`config.mk`:
```
export PLATFORM = sky130hd
export DESIGN_NAME = bearer_header_token_check
export DESIGN_NICKNAME = d
export VERILOG_FILES = /design/src/sv/bhtc_pkg.sv /design/src/sv/bearer_header_token_check.sv /design/src/sv/bhtc_cfg.sv /design/src/sv/bhtc_scan.sv
export SDC_FILE = /design/constraint.sdc
export NUM_CORES = 1
export LEC_CHECK = 0
export BUFFER_PORTS_ARGS = -buffer_cell sky130_fd_sc_hd__buf_2
export CORE_ASPECT_RATIO = 0.8
export CORE_MARGIN = 3
export CORE_UTILIZATION = 55
export DETAILED_ROUTE_END_ITERATION = 12
export PLACE_DENSITY = 0.86
export SYNTH_ARGS = -nofsm -noshare
export SYNTH_HDL_FRONTEND = slang
export SYNTH_SLANG_ARGS = --single-unit
```
`constraint.sdc`:
```
create_clock -name clk -period 3.23 [get_ports clk]
set_clock_uncertainty 0.05 [all_clocks]
set_input_delay 0.646 -clock clk [delete_from_list [all_inputs] [get_ports clk]]
set_output_delay 0.646 -clock clk [all_outputs]
set_load 0.02 [all_outputs]
```
`src/sv/bhtc_pkg.sv`:
```
// Shared types and constants for the bearer header token check.
// Holds the request and result structs, the verdict codes and the scheme text.
// No dependencies.
package bhtc_pkg;

	localparam int TOKEN_MAX_BYTES = 48;
	localparam int TOKEN_WORDS     = 6;
	localparam int SCHEME_LEN      = 7;
	localparam int CNT_W           = 6;
	localparam int POS_W           = 3;
	localparam int IDX_W           = 3;

	localparam logic [IDX_W-1:0] CFG_IDX_TOKEN_LENGTH = IDX_W'(TOKEN_WORDS);

	localparam logic [7:0] CHAR_UPPER_A = 8'h41;
	localparam logic [7:0] CHAR_UPPER_Z = 8'h5a;
	localparam logic [7:0] CHAR_LOWER_A = 8'h61;

	// "bearer ", entry 0 first
	localparam logic [SCHEME_LEN-1:0][7:0] SCHEME_TEXT = {
		8'h20, 8'h72, 8'h65, 8'h72, 8'h61, 8'h65, 8'h62
	};

	typedef enum logic [1:0] {
		VERDICT_MATCH          = 2'd0,
		VERDICT_NO_TOKEN       = 2'd1,
		VERDICT_BAD_SCHEME     = 2'd2,
		VERDICT_TOKEN_MISMATCH = 2'd3
	} verdict_t;

	typedef struct packed {
		logic [7:0] header_byte;
		logic       last_byte;
	} hdr_t;

	typedef struct packed {
		logic     accepted;
		verdict_t verdict;
	} res_t;

	typedef struct packed {
		logic [TOKEN_MAX_BYTES-1:0][7:0] bytes;
		logic [CNT_W-1:0]                length;
	} token_cfg_t;

endpackage

```
`src/sv/bearer_header_token_check.sv`:
```
// Top level of the bearer header token check.
// Depends on bhtc_pkg, bhtc_cfg and bhtc_scan.
//
// Takes one header byte per cycle with no gaps required. A byte is registered on acceptance
// and scanned in the following cycle; a byte flagged last puts its result in the result
// register as it advances, and the result waits there while new bytes keep flowing.
// Only a flagged byte arriving while an untaken result is held stalls the input. The token
// compare runs at full length with no early exit. Configuration writes are always taken and
// should be issued only while no header is in flight.
module bearer_header_token_check (
	input  logic                       clk,
	input  logic                       arst_n,
	input  logic                       hdr_valid,
	output logic                       hdr_ready,
	input  bhtc_pkg::hdr_t             hdr,
	output logic                       res_valid,
	input  logic                       res_ready,
	output bhtc_pkg::res_t             res,
	input  logic                       cfg_valid,
	output logic                       cfg_ready,
	input  logic [bhtc_pkg::IDX_W-1:0] cfg_index,
	input  logic [63:0]                cfg_data
);
	import bhtc_pkg::*;

	hdr_t       hdr_s1;
	logic       valid_s1;
	res_t       res_s2;
	logic       valid_s2;
	logic       advance;
	res_t       scan_res;
	token_cfg_t token_cfg;

	assign cfg_ready = 1'b1;

	bhtc_cfg u_cfg (
		.clk       (clk),
		.arst_n    (arst_n),
		.wr_en     (cfg_valid),
		.wr_index  (cfg_index),
		.wr_data   (cfg_data),
		.token_cfg (token_cfg)
	);

	assign advance   = valid_s1 && !(hdr_s1.last_byte && valid_s2 && !res_ready);
	assign hdr_ready = !valid_s1 || advance;

	bhtc_scan u_scan (
		.clk       (clk),
		.arst_n    (arst_n),
		.take      (advance),
		.hdr       (hdr_s1),
		.token_cfg (token_cfg),
		.res       (scan_res)
	);

	always_ff @(posedge clk or negedge arst_n) begin
		if (!arst_n) begin
			valid_s1 <= 1'b0;
		end else if (hdr_valid && hdr_ready) begin
			valid_s1 <= 1'b1;
		end else if (advance) begin
			valid_s1 <= 1'b0;
		end
	end

	always_ff @(posedge clk) begin
		if (hdr_valid && hdr_ready) begin
			hdr_s1 <= hdr;
		end
	end

	always_ff @(posedge clk or negedge arst_n) begin
		if (!arst_n) begin
			valid_s2 <= 1'b0;
		end else if (advance && hdr_s1.last_byte) begin
			valid_s2 <= 1'b1;
		end else if (res_ready) begin
			valid_s2 <= 1'b0;
		end
	end

	always_ff @(posedge clk) begin
		if (advance && hdr_s1.last_byte) begin
			res_s2 <= scan_res;
		end
	end

	assign res_valid = valid_s2;
	assign res       = res_s2;

endmodule

```
`src/sv/bhtc_cfg.sv`:
```
// Configuration registers: six token words and the token length.
// Depends on bhtc_pkg.
module bhtc_cfg (
	input  logic                      clk,
	input  logic                      arst_n,
	input  logic                      wr_en,
	input  logic [bhtc_pkg::IDX_W-1:0] wr_index,
	input  logic [63:0]               wr_data,
	output bhtc_pkg::token_cfg_t      token_cfg
);
	import bhtc_pkg::*;

	logic [TOKEN_WORDS-1:0][63:0] words_q;
	logic [CNT_W-1:0]             length_q;

	always_ff @(posedge clk or negedge arst_n) begin
		if (!arst_n) begin
			words_q  <= '0;
			length_q <= '0;
		end else if (wr_en) begin
			if (wr_index < CFG_IDX_TOKEN_LENGTH) begin
				words_q[wr_index] <= wr_data;
			end else if (wr_index == CFG_IDX_TOKEN_LENGTH) begin
				length_q <= wr_data[CNT_W-1:0];
			end
		end
	end

	assign token_cfg.bytes  = words_q;
	assign token_cfg.length = length_q;

endmodule

```
`src/sv/bhtc_scan.sv`:
```
// Per-header scan state: scheme prefix check, token compare and verdict.
// Depends on bhtc_pkg.
module bhtc_scan (
	input  logic                 clk,
	input  logic                 arst_n,
	input  logic                 take,
	input  bhtc_pkg::hdr_t       hdr,
	input  bhtc_pkg::token_cfg_t token_cfg,
	output bhtc_pkg::res_t       res
);
	import bhtc_pkg::*;

	logic [POS_W-1:0] pos_q, pos_d;
	logic             fail_q, fail_d;
	logic [CNT_W-1:0] count_q, count_d;
	logic             differs_q, differs_d;
	logic             ended_q, ended_d;
	logic [CNT_W-1:0] eff_len;
	logic [7:0]       folded;
	logic [7:0]       expected;
	verdict_t         verdict;

	assign eff_len = (token_cfg.length > CNT_W'(TOKEN_MAX_BYTES)) ?
		CNT_W'(TOKEN_MAX_BYTES) : token_cfg.length;

	assign folded = (hdr.header_byte >= CHAR_UPPER_A && hdr.header_byte <= CHAR_UPPER_Z) ?
		hdr.header_byte - CHAR_UPPER_A + CHAR_LOWER_A : hdr.header_byte;

	assign expected = (count_q < CNT_W'(TOKEN_MAX_BYTES)) ? token_cfg.bytes[count_q] : 8'd0;

	always_comb begin
		pos_d     = pos_q;
		fail_d    = fail_q;
		count_d   = count_q;
		differs_d = differs_q;
		ended_d   = ended_q;
		if (!ended_q) begin
			if (hdr.header_byte == 8'd0) begin
				ended_d = 1'b1;
			end else if (pos_q < POS_W'(SCHEME_LEN)) begin
				if (folded != SCHEME_TEXT[pos_q]) begin
					fail_d = 1'b1;
				end
				pos_d = pos_q + 1'b1;
			end else begin
				if (count_q < eff_len && hdr.header_byte != expected) begin
					differs_d = 1'b1;
				end
				if (count_q <= CNT_W'(TOKEN_MAX_BYTES)) begin
					count_d = count_q + 1'b1;
				end
			end
		end
	end

	always_comb begin
		priority if (eff_len == '0) begin
			verdict = VERDICT_NO_TOKEN;
		end else if (fail_d || pos_d < POS_W'(SCHEME_LEN)) begin
			verdict = VERDICT_BAD_SCHEME;
		end else if (differs_d || count_d != eff_len) begin
			verdict = VERDICT_TOKEN_MISMATCH;
		end else begin
			verdict = VERDICT_MATCH;
		end
	end

	assign res.verdict  = verdict;
	assign res.accepted = (verdict == VERDICT_MATCH);

	// clear after the flagged byte
	always_ff @(posedge clk or negedge arst_n) begin
		if (!arst_n) begin
			pos_q     <= '0;
			fail_q    <= 1'b0;
			count_q   <= '0;
			differs_q <= 1'b0;
			ended_q   <= 1'b0;
		end else if (take) begin
			if (hdr.last_byte) begin
				pos_q     <= '0;
				fail_q    <= 1'b0;
				count_q   <= '0;
				differs_q <= 1'b0;
				ended_q   <= 1'b0;
			end else begin
				pos_q     <= pos_d;
				fail_q    <= fail_d;
				count_q   <= count_d;
				differs_q <= differs_d;
				ended_q   <= ended_d;
			end
		end
	end

endmodule

```
==> metrics.cfg <==
[outcome]
status = finished with violations
violations = setup timing

[power]
clkPwrFrac = 0.331
switching_power_mw = 3.82
ir_drop_v = 0.000475
combPwrFrac = 0.180
p_leak_nw = 9.38
p_seq_frac = 0.489
intPower_mw = 10.5
p_per_area_nw_per_um2 = 622
switching_share = 0.267

[timing]
finalHoldViolCount = 0
setup_tns_ps = -1050
drv_slew = 0
max_freq_ghz = 0.283
setup_violations = 4
min_period_over_period = 1.10
setup_slack_ps = -308
min_period_ps = 3540
tightest_slew_ps = 545
rsz0062_at_grt = yes
relSlewSlack = 0.637

[yosys]
synth-seq-cells = 416
ys_warn_count = 0
yosys.area.top_type_share = 0.512
synth_edf_count = 12
synth_top_cells_by_area = dfrtp_1 51%, mux2_2 22%, mux2i_1 6.7%
synthCells = 1441
synth.yosys.seq_area_share = 0.531
syn_area_um2 = 19700
ys_types = 64
avgSynthCellArea_um2 = 13.7
synth-async-reset-ratio = 0.971
yosysTopAreaCell = dfrtp_1
ys.flop_type = dfrtp_1
synth_fp_nets = 1533

[routing]
num_vias = 13500
vias_per_cell = 6.50
drt-total-wl_mm = 51.9
drt_iter0_drc = 1389
postRouteAntennaNets = 0
route.detailed.wl_per_inst_um = 24.9
drtPass1Iterations = 6
drc = 0

[min_path]
hold_class = primary input to flop
holdPathStages = 1
hold_start = hdr[5]
hold_end = hdr_s1[5]$_DFFE_PP_

[cts]
cts.clk_slew.worst_paths_ps = 60
cts_tree = yes
worstSkewPairLatency_ps = 550
cts_buffers = 40
h-tree-depth = 2
cts_max_path_buffers = 3
cts.sinks = 416
clockRootBuffer = clkbuf_16

[critical_path]
rr_worst_depth = 11
r2r_slack_ps = -310
cp_slowest_stage_delay_ps = 540
cpMaxStageDelayCell = dfrtp_4
worstSetupStartpointType = flop
path_cells = buf_4, mux2i_1, a221oi_2, o21ai_0, a21boi_0, a2111oi_4, a2111oi_4, buf_4, nand4_1, a211oi_2, a31oi_1
critical_path_class = flop to flop
critPathMaxFanout = 13
cp-end-kind = flop
critPathArrivalTime_ps = 3770
required_ps = 3460
r2r-start = u_scan.count_q[0]$_DFFE_PN0P_
r2r_end = res[1]$_DFFE_PP_

[place]
gp_congestion = 0.916
port-buffer-count = 85
place_inst = 2000
hpwl_mm = 33.2

[global_routing]
gr-total-overflow = 0
antenna_found_initial = 1
grt.total_usage = 0.268
grt_max_degree = 102
grt_pass1_vias = 14400
grt_pass1_wl_mm = 80.0

[floorplan]
io_pins = 87
initial_utilization = 0.563
rows = 61
die_x_um = 218
coreArea_um2 = 35000
dieArea_um2 = 38200
die_height_um = 175

[layout]
fill_cells = 2366
syn2layout_area_growth_pct = 16.8
nets = 1673
drive_above_1_share = 0.456
layoutNonFillerInstCount = 2084

[run]
cap_violations = 0

[registers in the layout, summed over array words and instances (netlist names)]
name              cells
u_cfg.token_cfg     384
u_scan.differs_q      1
u_scan.count_q        6
u_scan.pos_q          3
u_cfg.length_q        6
valid_s1              1
u_scan.fail_q         1
u_scan.ended_q        1
res_valid             1
res                   3
hdr_s1                9
[stage by stage]
| stage | hold WS (ps) | instance area [um^2] | power, mW | utilization | setup slack [ps] |
|---|---|---|---|---|---|
| finish | 229 | 23000 | 14.3 | 0.658 | -308 |
| global route | 213 | 23000 | 14.9 | 0.658 | -381 |
| CTS | 214 | 22900 | 14.3 | 0.653 | -175 |
| detailed placement | 441 | 21300 | 9.49 | 0.608 | -336 |
| global placement | 431 | 21300 | 9.27 | 0.608 | -349 |
| floorplan | 300 | 19700 | 8.61 | - | 235 |
[cells in the final DEF, fill, tap and decap left out, types with 5 or more instances in the layout]
cell         n
dfrtp_1    401
nand2_1     35
inv_1       17
nor3_1       7
nor2_1      19
and2_1       6
clkinv_2     5
mux2_2     392
buf_4       82
o211ai_1     5
o31ai_1      6
a221oi_1    25
or2_2        8
nand4b_1     5
edfxtp_1    12
xnor2_1      7
nand3_1     10
a221oi_2     8
clkbuf_16   41
a21oi_1     32
ha_1        11
o21ai_0     29
clkbuf_8    10
mux4_2      27
buf_2       84
buf_6        6
mux2i_1    129
clkbuf_1     8
a31oi_1     12
buf_12      17
a21oi_2      6
a22oi_1     26
nand2b_1    10
[cell usage after synthesis (all sizes together) (5+ instances only)]
| master | instances |
|---|---|
| nor3b | 5 |
| a21oi | 38 |
| or2 | 8 |
| mux4 | 29 |
| inv | 17 |
| clkbuf | 61 |
| nand2 | 35 |
| xnor2 | 7 |
| nor2b | 5 |
| o21ai | 33 |
| nor3 | 10 |
| mux2i | 132 |
| o211ai | 5 |
| nand4b | 5 |
| o31ai | 6 |
| a22oi | 30 |
| a31oi | 15 |
| ha | 11 |
| nand2b | 12 |
| nor2 | 21 |
| edfxtp | 12 |
| dfrtp | 404 |
| a32oi | 5 |
| nand3 | 10 |
| and2 | 7 |
| mux2 | 392 |
| a221oi | 33 |
| buf | 35 |
[per-layer routing]
layer	vias to the layer above	share of wire	global-route usage
met5	-	0.00033	0
met4	2	0.039	0.109
met3	173	0.072	0.0534
met2	634	0.49	0.452
met1	7031	0.40	0.342
li1	5699	-	-
[critical path, delay by kind of cell (launching register included)]
kind,cells,cell delay (ps)
AOI/OAI and AO/OA,7,1870
buffers and inverters,2,430
DFF,1,540
and+or+nand+nor,1,210
muxes,1,170
[layout make-up]
cell class / instances / area [um^2] / area share
timing repair buffer: 194 / 1540 / 0.0670
sequential: 416 / 10500 / 0.455
antenna: 1 / 2.50 / 0.000109
clock buffer: 59 / 1190 / 0.0518
multi-input combinational: 912 / 9030 / 0.392
clock inverter: 13 / 134 / 0.00581
inverter: 17 / 63.8 / 0.00277
tap: 472 / 591 / 0.0256
[power groups by stage]
stage	clock, mW	combinational (mW)	sequential [mW]
6_report	4.75	2.58	7.01
5_1_grt	5.02	2.79	7.11
4_1_cts	4.80	2.53	6.97
3_5_place_dp	0	2.44	7.05
3_3_place_gp	0	2.32	6.96
2_1_floorplan	0	1.80	6.81
[cell families after synthesis]
group | after synthesis | share of synthesized area
compound gates | 203 | 0.0720
xor+xnor | 10 | 0.00444
fa+ha+maj | 11 | 0.00697
buf+inv | 113 | 0.0261
flops | 416 | 0.531
mux | 553 | 0.324
other cells | 1 | 0.000190
simple gates | 134 | 0.0356
[worst max path at each step]
stage | to | cells after the start | slack [ps] | from
floorplan | res[1]$_DFFE_PP_ | 10 | 230 | u_scan.count_q[0]$_DFFE_PN0P_
global placement | res[2]$_DFFE_PP_ | 12 | -350 | u_scan.count_q[0]$_DFFE_PN0P_
detailed placement | res[2]$_DFFE_PP_ | 12 | -340 | u_scan.count_q[0]$_DFFE_PN0P_
CTS | res[1]$_DFFE_PP_ | 9 | -170 | u_scan.count_q[0]$_DFFE_PN0P_
global route | res[1]$_DFFE_PP_ | 11 | -380 | u_scan.count_q[0]$_DFFE_PN0P_
finish | res[1]$_DFFE_PP_ | 11 | -310 | u_scan.count_q[0]$_DFFE_PN0P_
[repair_timing]
| item | CTS | global route |
|---|---|---|
| resized for setup | 33 | 28 |
| setup endpoints to repair | 4 | 4 |
| cloned | 1 | 0 |
| buffers inserted | 8 | 3 |
| hold buffers | 1 | 0 |
| pin swaps | 11 | 22 |
| hold endpoints to repair | 42 | 0 |
(Power assumes the default switching activity.)
